$ cat src/rtl/bgr_pkg.sv
// Shared types and constants for the button gesture recognizer.
`timescale 1ns / 1ps

package bgr_pkg;

	// Switch state held in one history entry
	typedef enum logic [1:0] {
		SW_OPEN  = 2'd0,
		SW_POWER = 2'd1,
		SW_USER  = 2'd2
	} sw_t;

	// Per-cycle command to the row of history cells
	typedef enum logic [1:0] {
		CELL_HOLD   = 2'd0,
		CELL_SHIFT  = 2'd1,
		CELL_ROTATE = 2'd2,
		CELL_CLEAR  = 2'd3
	} cell_op_t;

	// Control sequencer states
	typedef enum logic [1:0] {
		ST_IDLE = 2'd0,
		ST_SCAN = 2'd1,
		ST_DONE = 2'd2
	} state_t;

	// Taps that the controller reads from the row
	typedef struct packed {
		sw_t  newest;      // entry 0
		logic first_open;  // entries 0..3 all open
		sw_t  prev;        // entry 3
		sw_t  cur;         // entry 4
		sw_t  at_check;    // entry at the release check position
	} chain_taps_t;

	// Field widths
	localparam int unsigned EVENT_W = 4;
	localparam int unsigned TICKS_W = 6;
	localparam int unsigned POS_W   = 5;
	localparam int unsigned HOLD_W  = 7;
	localparam int unsigned CFG_IDX_W  = 2;
	localparam int unsigned CFG_DATA_W = 6;
	localparam int unsigned CLICK_W = 3;

	// Configuration register indexes
	localparam logic [CFG_IDX_W-1:0] CFG_LONG_TICKS      = 2'd0;
	localparam logic [CFG_IDX_W-1:0] CFG_VERY_LONG_TICKS = 2'd1;
	localparam logic [CFG_IDX_W-1:0] CFG_CHECK_POS       = 2'd2;

	// Configuration reset values
	localparam logic [TICKS_W-1:0] LONG_TICKS_RST      = 6'd10;
	localparam logic [TICKS_W-1:0] VERY_LONG_TICKS_RST = 6'd30;
	localparam logic [POS_W-1:0]   CHECK_POS_RST       = 5'd8;

	// Hold counter limits
	localparam logic [HOLD_W-1:0] HOLD_MAX = 7'd127;
	localparam logic [HOLD_W-1:0] HOLD_RST = 7'd31;

	// Event codes (power switch); user events add EV_USER_OFS
	localparam logic [EVENT_W-1:0] EV_NONE      = 4'd0;
	localparam logic [EVENT_W-1:0] EV_LONG      = 4'd4;
	localparam logic [EVENT_W-1:0] EV_VERY_LONG = 4'd5;
	localparam logic [EVENT_W-1:0] EV_USER_OFS  = 4'd5;
	localparam logic [EVENT_W-1:0] EV_MAX       = 4'd10;

	// Click count that no longer maps to an event
	localparam logic [CLICK_W-1:0] CLICK_SAT = 3'd4;

	// Number of newest entries that must be open before counting
	localparam int unsigned QUIET_ENTRIES = 4;

endpackage

$ cat src/rtl/bgr_in_if.sv
// Input channel: one sample tick or rearm word per transfer.
`timescale 1ns / 1ps

interface bgr_in_if;
	logic valid;
	logic ready;
	logic operation;
	logic power_switch_level;
	logic user_switch_level;

	modport source (output valid, output operation, output power_switch_level,
		output user_switch_level, input ready);
	modport sink (input valid, input operation, input power_switch_level,
		input user_switch_level, output ready);
endinterface

$ cat src/rtl/bgr_out_if.sv
// Output channel: one gesture event word per transfer.
`timescale 1ns / 1ps

interface bgr_out_if;
	logic       valid;
	logic       ready;
	logic [3:0] gesture_event;

	modport source (output valid, output gesture_event, input ready);
	modport sink (input valid, input gesture_event, output ready);
endinterface

$ cat src/rtl/bgr_cell.sv
// One history cell: holds a switch state and passes it to a neighbor.
`timescale 1ns / 1ps

module bgr_cell
	import bgr_pkg::*;
(
	input  logic     clk,
	input  logic     arst_n,
	input  cell_op_t op,
	input  sw_t      from_lo,
	input  sw_t      from_hi,
	output sw_t      entry
);

	sw_t entry_q;

	// Shift toward older entries, rotate toward newer, or clear
	always_ff @(posedge clk or negedge arst_n) begin
		if (!arst_n) begin
			entry_q <= SW_OPEN;
		end else begin
			unique case (op)
				CELL_HOLD:   entry_q <= entry_q;
				CELL_SHIFT:  entry_q <= from_lo;
				CELL_ROTATE: entry_q <= from_hi;
				CELL_CLEAR:  entry_q <= SW_OPEN;
				default:     entry_q <= entry_q;
			endcase
		end
	end

	assign entry = entry_q;

endmodule

$ cat src/rtl/bgr_chain.sv
// Row of history cells with the fixed taps the controller reads.
`timescale 1ns / 1ps

module bgr_chain
	import bgr_pkg::*;
#(
	parameter int unsigned HISTORY_DEPTH = 30
) (
	input  logic              clk,
	input  logic              arst_n,
	input  cell_op_t          op,
	input  sw_t               shift_in,
	input  logic [POS_W-1:0]  check_pos,
	output chain_taps_t       taps
);

	sw_t entries [HISTORY_DEPTH];

	// Cell row: entry 0 is newest; rotation moves entries toward 0 and wraps
	for (genvar g = 0; g < HISTORY_DEPTH; g++) begin : g_cell
		bgr_cell u_cell (
			.clk     (clk),
			.arst_n  (arst_n),
			.op      (op),
			.from_lo ((g == 0) ? shift_in : entries[(g + HISTORY_DEPTH - 1) % HISTORY_DEPTH]),
			.from_hi (entries[(g + 1) % HISTORY_DEPTH]),
			.entry   (entries[g])
		);
	end

	// Entry at the check position; positions past the row read open
	sw_t at_sel;
	always_comb begin
		at_sel = SW_OPEN;
		for (int j = 0; j < HISTORY_DEPTH; j++) begin
			if (32'(check_pos) == j) at_sel = entries[j];
		end
	end

	// Newest entries all open
	logic quiet;
	always_comb begin
		quiet = 1'b1;
		for (int j = 0; j < QUIET_ENTRIES; j++) begin
			if (entries[j] != SW_OPEN) quiet = 1'b0;
		end
	end

	assign taps.newest     = entries[0];
	assign taps.first_open = quiet;
	assign taps.prev       = entries[QUIET_ENTRIES-1];
	assign taps.cur        = entries[QUIET_ENTRIES];
	assign taps.at_check   = at_sel;

endmodule

$ cat src/rtl/button_gesture_recognizer_top.sv
// Top level: two-switch click and long-press recognizer.
//
//  channel  | dir | fields                                           | flow
//  din      | in  | operation, power_switch_level, user_switch_level | valid/ready
//  dout     | out | gesture_event                                    | valid/ready
//  cfg      | in  | cfg_we, cfg_idx, cfg_data                        | write only
//
// Rearm words, pressed ticks and open ticks with nothing to count finish in
// the accept cycle. An open tick that starts click counting runs one full
// rotation of the cell row in the scan state, then writes back in the done
// state. Reset clears the history and restores the register defaults.
// A stalled output word holds the sequencer in its last state; din is taken
// whenever the sequencer is idle and the output register is free or draining.
`timescale 1ns / 1ps

module button_gesture_recognizer_top
	import bgr_pkg::*;
#(
	parameter int unsigned HISTORY_DEPTH = 30
) (
	input  logic                  clk,
	input  logic                  arst_n,
	bgr_in_if.sink                din,
	bgr_out_if.source             dout,
	input  logic                  cfg_we,
	input  logic [CFG_IDX_W-1:0]  cfg_idx,
	input  logic [CFG_DATA_W-1:0] cfg_data
);

	localparam int unsigned CNT_W   = $clog2(HISTORY_DEPTH + 1);
	localparam int unsigned LAST_PAIR = HISTORY_DEPTH - QUIET_ENTRIES - 1;

	// Configuration registers
	logic [TICKS_W-1:0] long_ticks_q;
	logic [TICKS_W-1:0] very_long_ticks_q;
	logic [POS_W-1:0]   check_pos_q;

	always_ff @(posedge clk or negedge arst_n) begin
		if (!arst_n) begin
			long_ticks_q      <= LONG_TICKS_RST;
			very_long_ticks_q <= VERY_LONG_TICKS_RST;
			check_pos_q       <= CHECK_POS_RST;
		end else if (cfg_we) begin
			unique case (cfg_idx)
				CFG_LONG_TICKS:      long_ticks_q      <= cfg_data[TICKS_W-1:0];
				CFG_VERY_LONG_TICKS: very_long_ticks_q <= cfg_data[TICKS_W-1:0];
				CFG_CHECK_POS:       check_pos_q       <= cfg_data[POS_W-1:0];
				default: ;
			endcase
		end
	end

	// History row
	cell_op_t    chain_op;
	sw_t         chain_in;
	chain_taps_t taps;

	bgr_chain #(.HISTORY_DEPTH(HISTORY_DEPTH)) u_chain (
		.clk       (clk),
		.arst_n    (arst_n),
		.op        (chain_op),
		.shift_in  (chain_in),
		.check_pos (check_pos_q),
		.taps      (taps)
	);

	// Sequencer and scan registers
	state_t             state_q, state_d;
	logic [HOLD_W-1:0]  hold_q, hold_d;
	logic [CNT_W-1:0]   cnt_q, cnt_d;
	logic               armed_q, armed_d;
	logic [CLICK_W-1:0] clicks_q, clicks_d;
	sw_t                which_q, which_d;
	logic               out_valid_q, out_valid_d;
	logic [EVENT_W-1:0] out_event_q, out_event_d;

	logic out_free;
	logic in_acc;
	sw_t  s;
	logic [HOLD_W-1:0]  hold_inc;
	logic [EVENT_W-1:0] base;

	assign out_free = !out_valid_q || dout.ready;
	assign din.ready = (state_q == ST_IDLE) && out_free;
	assign in_acc = din.valid && din.ready;

	// Sampled switch state, power first
	always_comb begin
		if (!din.power_switch_level)     s = SW_POWER;
		else if (!din.user_switch_level) s = SW_USER;
		else                             s = SW_OPEN;
	end

	assign hold_inc = (hold_q < HOLD_MAX) ? hold_q + 7'd1 : hold_q;
	assign base = (s == SW_USER) ? EV_USER_OFS : EV_NONE;

	always_ff @(posedge clk or negedge arst_n) begin
		if (!arst_n) begin
			state_q     <= ST_IDLE;
			hold_q      <= HOLD_RST;
			cnt_q       <= '0;
			armed_q     <= 1'b0;
			clicks_q    <= '0;
			which_q     <= SW_OPEN;
			out_valid_q <= 1'b0;
		end else begin
			state_q     <= state_d;
			hold_q      <= hold_d;
			cnt_q       <= cnt_d;
			armed_q     <= armed_d;
			clicks_q    <= clicks_d;
			which_q     <= which_d;
			out_valid_q <= out_valid_d;
		end
	end

	always_ff @(posedge clk) begin
		out_event_q <= out_event_d;
	end

	// Next state, row commands and result word
	always_comb begin
		state_d     = state_q;
		hold_d      = hold_q;
		cnt_d       = cnt_q;
		armed_d     = armed_q;
		clicks_d    = clicks_q;
		which_d     = which_q;
		out_valid_d = out_valid_q && !dout.ready;
		out_event_d = out_event_q;
		chain_op    = CELL_HOLD;
		chain_in    = SW_OPEN;

		unique case (state_q)
			ST_IDLE: begin
				if (in_acc) begin
					out_valid_d = 1'b1;
					out_event_d = EV_NONE;
					if (din.operation) begin
						// rearm
						chain_op = CELL_CLEAR;
						hold_d   = {1'b0, very_long_ticks_q} + 7'd1;
					end else if (s != SW_OPEN) begin
						chain_op = CELL_SHIFT;
						chain_in = s;
						if (hold_q == {1'b0, long_ticks_q}) begin
							out_event_d = base + EV_LONG;
							hold_d      = hold_inc;
						end else if (hold_q == {1'b0, very_long_ticks_q}) begin
							out_event_d = base + EV_VERY_LONG;
							hold_d      = hold_inc;
						end else if (s == taps.newest) begin
							hold_d = hold_inc;
						end
					end else begin
						hold_d = '0;
						if (hold_q > {1'b0, long_ticks_q}) begin
							// release after a long press clears everything
							chain_op = CELL_CLEAR;
						end else if (taps.at_check != SW_OPEN && taps.first_open) begin
							// start a click scan; result goes out when it ends
							out_valid_d = out_valid_q && !dout.ready;
							state_d     = ST_SCAN;
							cnt_d       = '0;
							armed_d     = 1'b0;
							clicks_d    = '0;
							which_d     = taps.at_check;
						end else begin
							chain_op = CELL_SHIFT;
						end
					end
				end
			end

			ST_SCAN: begin
				// one pair per rotation step while the pair lies inside the row
				chain_op = CELL_ROTATE;
				if (32'(cnt_q) <= LAST_PAIR) begin
					if (!armed_q && taps.prev == SW_OPEN && taps.cur == which_q) begin
						armed_d = 1'b1;
					end else if (armed_q && taps.prev == which_q && taps.cur == SW_OPEN) begin
						armed_d = 1'b0;
						if (clicks_q != CLICK_SAT) clicks_d = clicks_q + 3'd1;
					end
				end
				cnt_d = cnt_q + 1'b1;
				if (32'(cnt_q) == HISTORY_DEPTH - 1) state_d = ST_DONE;
			end

			ST_DONE: begin
				if (out_free) begin
					chain_op    = (clicks_q != '0) ? CELL_CLEAR : CELL_SHIFT;
					out_valid_d = 1'b1;
					if (clicks_q != '0 && clicks_q != CLICK_SAT) begin
						out_event_d = EVENT_W'(clicks_q)
							+ ((which_q == SW_USER) ? EV_USER_OFS : EV_NONE);
					end else begin
						out_event_d = EV_NONE;
					end
					state_d = ST_IDLE;
				end
			end

			default: state_d = ST_IDLE;
		endcase
	end

	assign dout.valid         = out_valid_q;
	assign dout.gesture_event = out_event_q;

	// Scan never runs past one full rotation
	a_scan_bound: assert property (@(posedge clk) disable iff (!arst_n)
		state_q == ST_SCAN |-> 32'(cnt_q) < HISTORY_DEPTH)
		else $error("scan counter past row length");

	// Finished scan always hands a word to the output and returns to idle
	a_done_out: assert property (@(posedge clk) disable iff (!arst_n)
		(state_q == ST_DONE && out_free) |=> (state_q == ST_IDLE && out_valid_q))
		else $error("scan result not delivered");

	// Only defined event codes leave the block
	a_event_range: assert property (@(posedge clk) disable iff (!arst_n)
		out_valid_q |-> out_event_q <= EV_MAX)
		else $error("event code out of range");

	// Click count saturates
	a_click_sat: assert property (@(posedge clk) disable iff (!arst_n)
		clicks_q <= CLICK_SAT)
		else $error("click count overflow");

endmodule
$ cat src/flat_wrapper.sv
// flat-port wrapper written by rule: the top's interface ports become plain ports
module button_gesture_recognizer_top_flat import bgr_pkg::*;
#(
	parameter int unsigned HISTORY_DEPTH = 30
)
  (clk, arst_n, cfg_we, cfg_idx, cfg_data, din_valid, din_operation, din_power_switch_level, din_user_switch_level, din_ready, dout_valid, dout_gesture_event, dout_ready);
  bgr_in_if din_i ();
  bgr_out_if dout_i ();
  input  logic clk;
  input  logic arst_n;
  input  logic cfg_we;
  input  logic [CFG_IDX_W-1:0] cfg_idx;
  input  logic [CFG_DATA_W-1:0] cfg_data;
  input wire logic [$bits(din_i.valid)-1:0] din_valid;
  input wire logic [$bits(din_i.operation)-1:0] din_operation;
  input wire logic [$bits(din_i.power_switch_level)-1:0] din_power_switch_level;
  input wire logic [$bits(din_i.user_switch_level)-1:0] din_user_switch_level;
  output wire logic [$bits(din_i.ready)-1:0] din_ready;
  output wire logic [$bits(dout_i.valid)-1:0] dout_valid;
  output wire logic [$bits(dout_i.gesture_event)-1:0] dout_gesture_event;
  input wire logic [$bits(dout_i.ready)-1:0] dout_ready;
  assign din_i.valid = din_valid;
  assign din_i.operation = din_operation;
  assign din_i.power_switch_level = din_power_switch_level;
  assign din_i.user_switch_level = din_user_switch_level;
  assign din_ready = din_i.ready;
  assign dout_valid = dout_i.valid;
  assign dout_gesture_event = dout_i.gesture_event;
  assign dout_i.ready = dout_ready;
  button_gesture_recognizer_top #(.HISTORY_DEPTH(HISTORY_DEPTH)) u_core (.clk(clk), .arst_n(arst_n), .din(din_i), .dout(dout_i), .cfg_we(cfg_we), .cfg_idx(cfg_idx), .cfg_data(cfg_data));
endmodule
$ cat config.mk
export PLATFORM = sky130hd
export DESIGN_NAME = button_gesture_recognizer_top_flat
export DESIGN_NICKNAME = d
export VERILOG_FILES = /design/src/rtl/bgr_pkg.sv /design/src/rtl/bgr_in_if.sv /design/src/rtl/bgr_out_if.sv /design/src/rtl/bgr_cell.sv /design/src/rtl/bgr_chain.sv /design/src/rtl/button_gesture_recognizer_top.sv /design/src/flat_wrapper.sv
export SDC_FILE = /design/constraint.sdc
export NUM_CORES = 1
export LEC_CHECK = 0
export CAP_MARGIN = 5
export CORE_MARGIN = 3
export CORE_UTILIZATION = 25
export CTS_CLUSTER_DIAMETER = 60
export DETAILED_ROUTE_END_ITERATION = 16
export DONT_BUFFER_PORTS = 1
export GPL_TIMING_DRIVEN = 0
export PLACE_DENSITY_LB_ADDON = 0.25
export SYNTH_ARGS = -nofsm -noshare
export SYNTH_HDL_FRONTEND = slang
export SYNTH_SLANG_ARGS = --single-unit
$ cat constraint.sdc
create_clock -name clk -period 4.5 [get_ports clk]
set_input_delay 0.9 -clock clk [delete_from_list [all_inputs] [get_ports clk]]
set_output_delay 0.9 -clock clk [all_outputs]
set_load 0.005 [all_outputs]
==> qor.yml, run 1 <==
status: "finished clean"
grt_pass1_wl_mm: 28.7
ant_nets: 0
grt_use_total_pct: 12.7
crit_slowest_cell: "or4b_1"
rsz0062_at_grt: "no"
wl_per_cell_um: 18.3
timing.slew.headroom_pct: 54.8
chipHeight_um: 167
grt_max_degree: 99
clk_latency_ps: 360
ios: 22
synthArstFlopShare_pct: 96.1
synth_warnings: 0
ys_seq_area_share_pct: 39.9
cts_tree: "yes"
clock_skew_ps: 10.5
worstPathRequired_ps: 4740
drv_cap: 0
multi_input_area_um2: 3530
worst-slew-pin-transition_ps: 671
mostFrequentLayoutCells: "dfrtp_1, a22o_1, mux2_2, o21ai_0, nand2_1"
p_leak_nw: 3.09
drv_slew: 0
r2r-end: "u_core.u_chain.g_cell[26].u_cell.entry[0]$_DFFE_PN0P_"
synthCells: 612
crit_path_cell_trace: "buf_4 -> or4b_1 -> o22ai_1 -> o2111ai_1 -> a211oi_1 -> a2111o_1 -> nand4_2 -> nand2_2 -> buf_8 -> buf_8 -> mux2_4"
layout.cells.non_filler: 958
grt-ovfl-total: 0
slowest_delay_ps: 540
synth_top_area_share_pct: 33.2
dr.pass1.iters: 6
synth_area_per_cell_um2: 10.6
synthDominantAreaCellType: "dfrtp_1"
r2r_slack_ps: 1150
worstSetupPathType: "reg2reg"
synth-seq-cells: 102
dieWidth_um: 167
hp-class: "in2async"
vias: 4963
synthTopCellsByArea: "dfrtp_1, mux2_2, a22o_1"
cp_max_fo: 10
fill_cells: 2628
min_period_ps: 3350
total_power_mw: 4.31
cp_num_buf_inv: 3
cts_sinks: 102
synth-main-ff-cell: "dfrtp_1"
grt_pass1_vias: 4919
wl_mm: 17.5
netlist_area_um2: 6480
drcViolationCount: 0
die-area_um2: 27900
initial_utilization_pct: 25.6
seqCellArea_um2: 2590
whs_ps: 241
nets: 654
hold_buffers: 0
crit_path_end_kind: "register"
post_cts_buffers: 0
r2r_start: "u_core.check_pos_q[0]$_DFFE_PN0P_"
final_util_pct: 28.5
final_common_cell: "dfrtp_1"
crit_family: "compound AO/OA/AOI/OAI gates"
dpl.hpwl_mm: 12.5
ir_drop_uv: 210
ctsResizeCount: 0
antenna_found_initial: 0
fp.coreArea_um2: 25300
placed_cell_area_um2: 6890
pre_cts_slack_ps: 887
drt-initial-drc-count: 374
cp-start-kind: "register"
power_density_nw_per_um2: 598
numCtsBuffers: 9
clk_pin_slew_ps: 70
gp_congestion: 0.879
numPortBuffers: 0
setup_viol: 0
cts-root-buf: "clkbuf_16"
synth_edf_count: 4
via_per_inst: 5.18
num_rows: 58
worstPathArrival_ps: 3590
hold_viol: 0
clock_path_buffers: 2
max_freq_mhz: 298
crit_path_frequent_cell: "buf_8"
antennaDiodeCount: 0
setup_slack_ps: 1150
drive_gt1_share_pct: 21.8
finalSetupTns_ps: 0
placed_cells: 942
r2r_cells: 11
synth_cell_types: 76
htreeDepth: 3
syn-num-nets: 643
finalCritPeriodShare_pct: 74.5
finalInstanceArea_um2: 7210
syn_to_final_growth_pct: 11.2
flip-flops by register name, summed over array words and instances, names as in the netlist, 3 cells and up:
signal and count:
u_core.check_pos_q 5, u_core.clicks_q 3, u_core.cnt_q 5, u_core.dout.gesture_event 4, u_core.hold_q 7, u_core.long_ticks_q 6, u_core.u_chain.g_cell.u_cell.entry 60, u_core.very_long_ticks_q 6
cell families (layout without fill, tap and decap cells):
| group | count (synthesis) | in the layout | synth area share [%] |
|---|---|---|---|
| mux | 83 | 83 | 15.4 |
| fa+ha+maj | 15 | 15 | 2.90 |
| compound gates | 186 | 186 | 21.7 |
| xor+xnor | 16 | 16 | 2.16 |
| simple gates | 149 | 149 | 12.4 |
| buf+inv | 61 | 77 | 5.52 |
| flops | 102 | 102 | 39.9 |
power by group:
group	internal (mW)	switching (mW)	total (mW)
logic	0.903	1.01	1.91
clock network	0.457	0.386	0.843
registers	1.20	0.351	1.55
total	2.56	1.75	4.31
worst reg2reg max path, cell delays in order (launching register included):
cell	delay, ps
dfrtp_1	360
buf_4	170
or4b_1	540
o22ai_1	270
o2111ai_1	210
a211oi_1	310
a2111o_1	340
nand4_2	180
nand2_2	190
buf_8	180
buf_8	180
mux2_4	310
metal layers:
layer	vias to the layer above	GRT usage, %	share of wire, %
li1	2345	-	-
met1	2508	18.6	50
met2	92	19.1	44
met3	18	1.76	3.7
met4	0	4.23	1.9
met5	-	0	0
worst max path at each step:
stage,depth (start not counted),from,to,slack [ps]
detailed placement,8,dout_ready,u_core.u_chain.g_cell[8].u_cell.entry[1]$_DFFE_PN0P_,890
CTS,11,u_core.check_pos_q[0]$_DFFE_PN0P_,u_core.u_chain.g_cell[22].u_cell.entry[0]$_DFFE_PN0P_,1170
floorplan,8,dout_ready,u_core.u_chain.g_cell[10].u_cell.entry[1]$_DFFE_PN0P_,1600
finish,11,u_core.check_pos_q[0]$_DFFE_PN0P_,u_core.u_chain.g_cell[26].u_cell.entry[0]$_DFFE_PN0P_,1150
global placement,8,dout_ready,u_core.u_chain.g_cell[1].u_cell.entry[0]$_DFFE_PN0P_,890
global route,11,u_core.check_pos_q[0]$_DFFE_PN0P_,u_core.u_chain.g_cell[27].u_cell.entry[0]$_DFFE_PN0P_,960
cells in the mapped netlist, types with 4 or more instances:
library cell and number:
dfrtp_1 86, a22o_1 62, mux2_2 55, o21ai_0 33
nand2_1 31, nor2_1 26, mux2_4 20, clkbuf_1 19
inv_1 17, nand3_1 16, a21oi_1 15, ha_1 15
nand2b_1 14, nor2b_1 13, dfstp_2 12, xnor2_1 10
a31oi_1 9, buf_4 9, mux2i_1 8, nor3_1 8
a211oi_1 6, buf_2 6, nand3b_1 6, nor4_1 6
o22ai_1 6, xor2_1 6, buf_6 5, o2111ai_1 5
o211ai_1 5, a21o_1 4, a22oi_1 4, a32oi_1 4
edfxtp_1 4, nand4_1 4, or3_1 4
final cells by class:
| class | instances | area share [%] |
|---|---|---|
| plain buffers | 44 | 4.08 |
| flip-flops and latches | 102 | 35.9 |
| well taps | 330 | 5.73 |
| clock buffers | 10 | 3.32 |
| clock inverters | 6 | 1.04 |
| inverters | 17 | 0.886 |
| multi-input cells | 449 | 49.0 |
(Power assumes the default switching activity.)
==> inputs of run 2 (changes only) <==
Clock period 4.5 ns to 3.2 ns, I/O delays scaled along.
==> run 2 against run 1 <==
  * Cell count increased by 0.52%
  * Combinational power is 46% higher
  * Clock skew decreased by 1.3 ps
  * Global-route usage increased by 0.089 points
  * Maximum frequency increased by 7.2%
  * Worst setup slack worse by 1100 ps
  * Critical path type unchanged
  * Critical endpoint is now u_core.cnt_q[0]$_DFFE_PN0P_
  * Largest power group unchanged
==> qor.yml, run 2 (synthesis gave the netlist of run 1 again) <==
status: "finished clean"
timing.slew.headroom_pct: 52.3  # -2.5 points
antenna_found_initial: 0  # unchanged
max_freq_mhz: 320  # +7.2%
cts_sinks: 102  # unchanged
drive_gt1_share_pct: 24.2  # +2.4 points
cts_tree: "yes"
wl_per_cell_um: 18.3  # +0.19%
crit_path_cell_trace: "buf_6 -> buf_2 -> a211oi_1 -> o32ai_1 -> a211oi_2 -> a2111o_1 -> buf_4 -> a211o_2 -> and2_4 -> buf_6 -> mux2_4"
grt_use_total_pct: 12.8  # +0.089 points
min_period_ps: 3120  # -226 ps
dieWidth_um: 167  # unchanged
r2r_slack_ps: 80  # -1070 ps
drcViolationCount: 0  # unchanged
finalSetupTns_ps: 0  # unchanged
antennaDiodeCount: 0  # unchanged
initial_utilization_pct: 25.6  # unchanged
drt-initial-drc-count: 338  # -9.6%
mostFrequentLayoutCells: "dfrtp_1, a22o_1, mux2_2, o21ai_0, nand2_1"
crit_path_end_kind: "register"
p_clk_share_pct: 19.3  # -0.3 points
worstSetupPathType: "reg2reg"
final_common_cell: "dfrtp_1"
cp_max_fo: 10  # unchanged
cp-start-kind: "register"
gp_congestion: 0.879  # unchanged
ios: 22  # unchanged
nets: 659  # +0.76%
chipHeight_um: 167  # unchanged
ir_drop_uv: 294  # +40%
hp-class: "in2async"
cts-root-buf: "clkbuf_16"
die-area_um2: 27900  # unchanged
r2r_cells: 11  # unchanged
via_per_inst: 5.23  # +0.86%
p_leak_nw: 3.14  # +1.7%
numPortBuffers: 0  # unchanged
placed_cells: 942  # unchanged
numCtsBuffers: 9  # unchanged
power_density_nw_per_um2: 840  # +40%
setup_viol: 0  # unchanged
r2r-end: "u_core.cnt_q[0]$_DFFE_PN0P_"
largest_register_ffs: 60  # unchanged
drv_slew: 0  # unchanged
worstPathRequired_ps: 3450  # -1290 ps
fp.coreArea_um2: 25300  # unchanged
grt-ovfl-total: 0  # unchanged
clock_skew_ps: 9.14  # -1.32 ps
p_int_mw: 3.64  # +42%
num_rows: 58  # unchanged
clock_path_buffers: 2  # unchanged
syn_to_final_growth_pct: 13.0
worst-slew-pin-transition_ps: 708  # +37.4 ps
r2r_start: "u_core.check_pos_q[1]$_DFFE_PN0P_"
layout.cells.non_filler: 963  # +0.52%
finalCritPeriodShare_pct: 97.6  # +23 points
crit_slowest_cell: "a2111o_1"
p_switching_mw: 2.51  # +43%
swShare_pct: 40.8  # +0.16 points
wl_mm: 17.6  # +0.71%
worstPathArrival_ps: 3370  # -220 ps
clk_pin_slew_ps: 80  # about the same
grt_pass1_vias: 4944  # +0.51%
whs_ps: 125  # -115 ps
crit_path_frequent_cell: "buf_6"
grt_pass1_wl_mm: 28.9  # +0.70%
drv_cap: 0  # unchanged
pre_cts_slack_ps: -153  # -1040 ps
power_frac_comb_pct: 45.2  # +0.8 points
htreeDepth: 3  # unchanged
vias: 5032  # +1.4%
hold_viol: 0  # unchanged
setup_slack_ps: 75.2  # -1070 ps
slowest_delay_ps: 490  # -50 ps
dr.pass1.iters: 5  # -1
dpl.hpwl_mm: 12.5  # unchanged
ant_nets: 0  # unchanged
pwr-share-seq_pct: 35.5  # -0.5 points
grt_max_degree: 87  # -12%
clk_latency_ps: 360  # about the same
-- run 2: changes by cell type in the layout (fill, tap and decap cells not counted), moves of 2 or more --
cell / before / now
buf_4: 9 / 13
a211oi_2: 0 / 2
clkbuf_1: 19 / 17
a211oi_1: 6 / 4
-- run 2: worst max path at each step --
stage                                             startpoint                                                    end  slack [ps]  cells after the start
final                      u_core.check_pos_q[1]$_DFFE_PN0P_                            u_core.cnt_q[0]$_DFFE_PN0P_          80                     11
after CTS                  u_core.check_pos_q[0]$_DFFE_PN0P_                            u_core.cnt_q[0]$_DFFE_PN0P_        -0.3                     12
after detailed placement                          dout_ready   u_core.u_chain.g_cell[8].u_cell.entry[1]$_DFFE_PN0P_        -150                      8
after global routing            u_core.hold_q[0]$_DFFE_PN1P_  u_core.u_chain.g_cell[27].u_cell.entry[0]$_DFFE_PN0P_         -10                     11
after global placement                            dout_ready   u_core.u_chain.g_cell[1].u_cell.entry[0]$_DFFE_PN0P_        -150                      8
after floorplan           u_core.long_ticks_q[1]$_DFFE_PN1P_  u_core.u_chain.g_cell[21].u_cell.entry[0]$_DFFE_PN0P_         420                     12
-- run 2: timing repair --
item / in CTS / in global routing
pin swaps: 1 / 5
resized for setup: 3 / 13
endpoints found under the setup margin: 49 / 56
hold buffers: 1 / 0
buffers inserted: 1 / 3
hold endpoints to repair: 86 / 0
-- run 2: area by class of cell --
class	count	area, µm²
Clock inverter	6	75.1
Buffer	44	299
Inverter	17	63.8
Tap cell	330	413
Multi-Input combinational cell	449	3590
Clock buffer	10	239
Sequential cell	102	2590
Timing Repair Buffer	5	57.6
Fill cell	2619	18000
-- run 2: worst max-delay path, delay by kind of cell (launching register included) --
family	cells	cell delay (ps)
simple gates	1	170
flops	1	460
mux	1	250
compound gates	5	1420
buf+inv	4	720
-- run 2: stage by stage --
stage	power, mW	area, µm²	utilization (%)
detailed placement	4.88	6890	27.2
CTS	6.14	7250	28.6
floorplan	4.16	6480	-
global route	6.57	7320	28.9
global placement	4.88	6890	27.2
finish	6.15	7320	28.9
-- run 2: layer usage --
layer / share of wire, % / track usage (%)
met5: 0 / 0
met4: 2.1 / 4.23
met3: 3.9 / 1.76
met2: 44 / 19.4
met1: 50 / 18.7
-- run 2: power by group through the flow --
stage	logic, mW	clock network (mW)	registers (mW)
global placement	2.68	0	2.20
global route	3.06	1.27	2.24
floorplan	2.15	0	2.01
detailed placement	2.68	0	2.20
CTS	2.74	1.22	2.18
finish	2.78	1.19	2.18
==> inputs of run 3 (changes only) <==
Settings changed: BUFFER_PORTS_ARGS set to -buffer_cell sky130_fd_sc_hd__buf_2, DONT_BUFFER_PORTS 1 to unset.
==> run 3 against run 2 <==
  * Maximum frequency fell by 0.37%
  * Worst hold slack better by 190 ps
  * Count of clock-buffer cells in the layout up 2
  * Global-route usage fell by 0.20 points
  * Routed wire length shrank 1.5%
  * Cell count rose by 2.3%
  * Register-to-register slack hardly changed
  * Design area grew 1.7%
  * First-iteration DRC count increased by 0.59%
==> qor.yml, run 3 (synthesis gave the netlist of run 1 again) <==
ir_drop_uv: 352  # +20%
grt_pass1_vias: 4981  # +0.75%
layout.cells.non_filler: 985  # +2.3%
worstSetupPathType: "reg2reg"
hp-class: "in2async"
initial_utilization_pct: 25.6  # unchanged
status: "finished clean"
crit_path_end_kind: "register"
antenna_found_initial: 0  # unchanged
ant_nets: 0  # unchanged
htreeDepth: 3  # unchanged
grt_use_total_pct: 12.6  # -0.20 points
final_common_cell: "dfrtp_1"
cp-start-kind: "register"
cts_tree: "yes"
r2r_start: "u_core.check_pos_q[1]$_DFFE_PN0P_"
clock_skew_ps: 12.1  # +2.92 ps
grt_max_degree: 51  # -41%
numCtsBuffers: 9  # unchanged
vias: 4994  # -0.76%
clk_latency_ps: 360  # about the same
crit_path_cell_trace: "buf_6 -> buf_2 -> a211oi_1 -> o32ai_1 -> a211oi_2 -> a2111o_1 -> buf_4 -> a211o_2 -> and2_4 -> buf_6 -> mux2_4"
clock_path_buffers: 2  # unchanged
numPortBuffers: 21  # +21
wl_mm: 17.4  # -1.5%
drt-initial-drc-count: 340  # +0.59%
wl_per_cell_um: 17.6  # -3.7%
worstPathArrival_ps: 3380  # about the same
drive_gt1_share_pct: 27.0  # +2.9 points
setup_slack_ps: 63.4  # -11.8 ps
syn_to_final_growth_pct: 14.9
whs_ps: 311  # +186 ps
cts_sinks: 102  # unchanged
antennaDiodeCount: 0  # unchanged
gp_congestion: 0.885  # +0.65%
worstPathRequired_ps: 3440  # about the same
slowest_delay_ps: 500  # about the same
worst-slew-pin-transition_ps: 671  # -36.8 ps
ios: 22  # unchanged
largest_register_ffs: 60  # unchanged
finalCritPeriodShare_pct: 98.0  # +0.37 points
r2r_cells: 11  # unchanged
hold_viol: 0  # unchanged
p_leak_nw: 3.23  # +2.9%
min_period_ps: 3140  # +11.8 ps
nets: 681  # +3.3%
crit_path_frequent_cell: "buf_6"
power_density_nw_per_um2: 825  # -1.8%
cts-root-buf: "clkbuf_16"
num_rows: 58  # unchanged
dieWidth_um: 167  # unchanged
max_freq_mhz: 319  # -0.37%
timing.slew.headroom_pct: 55.2  # +3.0 points
cp_max_fo: 10  # unchanged
pre_cts_slack_ps: -168  # -14.5 ps
dpl.hpwl_mm: 12.6  # +0.24%
setup_viol: 0  # unchanged
fp.coreArea_um2: 25300  # unchanged
die-area_um2: 27900  # unchanged
chipHeight_um: 167  # unchanged
drv_cap: 0  # unchanged
rsz0062_at_grt: "no"
placed_cells: 964  # +2.3%
grt_pass1_wl_mm: 28.7  # -0.64%
r2r-end: "u_core.cnt_q[0]$_DFFE_PN0P_"
dr.pass1.iters: 5  # unchanged
drv_slew: 0  # unchanged
r2r_slack_ps: 60  # about the same
via_per_inst: 5.07  # -3.0%
drcViolationCount: 0  # unchanged
grt-ovfl-total: 0  # unchanged
mostFrequentLayoutCells: "dfrtp_1, a22o_1, mux2_2, o21ai_0, nand2_1"
crit_slowest_cell: "a2111o_1"
fill_cells: 2597  # -0.84%
clk_pin_slew_ps: 70  # about the same
## run 3: cell count changes in the layout (fill, tap and decap cells not counted), sizes merged
cell      before  now
clkinvlp       1    0
clkbuf        29   30
bufinv         1    0
buf           28   51
## run 3: final cells by class
| class | count | area (µm²) | share of cell area [%] |
|---|---|---|---|
| multi-input cells | 449 | 3610 | 48.5 |
| flip-flops and latches | 102 | 2590 | 34.8 |
| well taps | 330 | 413 | 5.55 |
| plain buffers | 44 | 297 | 3.98 |
| clock buffers | 12 | 268 | 3.60 |
| repair buffers | 27 | 173 | 2.32 |
| inverters | 17 | 63.8 | 0.857 |
| clock inverters | 4 | 32.5 | 0.437 |
## run 3: what timing repair did
| action | 4_1_cts | 5_1_grt |
|---|---|---|
| buffers inserted | 2 | 3 |
| gates cloned | 0 | 0 |
| pin swaps | 1 | 4 |
| setup endpoints to repair | 20 | 63 |
| hold buffers | 0 | 0 |
| gates resized for setup | 4 | 15 |
## run 3: power by group
group | switching, mW | leakage (nW) | internal [mW]
registers | 0.479 | 1.33 | 1.69
logic | 1.50 | 1.76 | 1.35
clock network | 0.518 | 0.151 | 0.607
## run 3: worst max-delay path: cells and delay by family (launching register included)
kind | cells | cell delay (ps)
buffers and inverters | 4 | 700
DFF | 1 | 420
muxes | 1 | 250
AOI/OAI and AO/OA | 5 | 1480
and+or+nand+nor | 1 | 170
## run 3: stage by stage
stage          area (µm²)  utilization, %  power, mW  setup TNS, ps
3_3_place_gp         7000            27.6       4.95          -2100
3_5_place_dp         7030            27.7       4.94          -2210
6_report             7440            29.4       6.14              0
4_1_cts              7350            29.0       6.12              0
2_1_floorplan        6480               -       4.16              0
5_1_grt              7440            29.4       6.57              0
## run 3: worst max-delay path by stage
| stage | start | endpoint | slack (ps) | depth (start not counted) |
|---|---|---|---|---|
| after floorplan | u_core.long_ticks_q[1]$_DFFE_PN1P_ | u_core.u_chain.g_cell[21].u_cell.entry[0]$_DFFE_PN0P_ | 420 | 12 |
| after CTS | u_core.check_pos_q[0]$_DFFE_PN0P_ | u_core.cnt_q[0]$_DFFE_PN0P_ | 20 | 12 |
| after global routing | u_core.long_ticks_q[1]$_DFFE_PN1P_ | u_core.u_chain.g_cell[7].u_cell.entry[0]$_DFFE_PN0P_ | 10 | 12 |
| after detailed placement | dout_ready | u_core.u_chain.g_cell[7].u_cell.entry[1]$_DFFE_PN0P_ | -170 | 9 |
| final | u_core.check_pos_q[1]$_DFFE_PN0P_ | u_core.cnt_q[0]$_DFFE_PN0P_ | 60 | 11 |
| after global placement | dout_ready | u_core.u_chain.g_cell[1].u_cell.entry[0]$_DFFE_PN0P_ | -160 | 9 |
## run 3: routing by layer
layer,wire length [µm],global-route usage (%),vias up
met5,0,0,-
met4,302,4.20,0
met3,699,1.52,19
met2,7670,18.9,110
met1,8690,18.7,2463
li1,-,-,2402
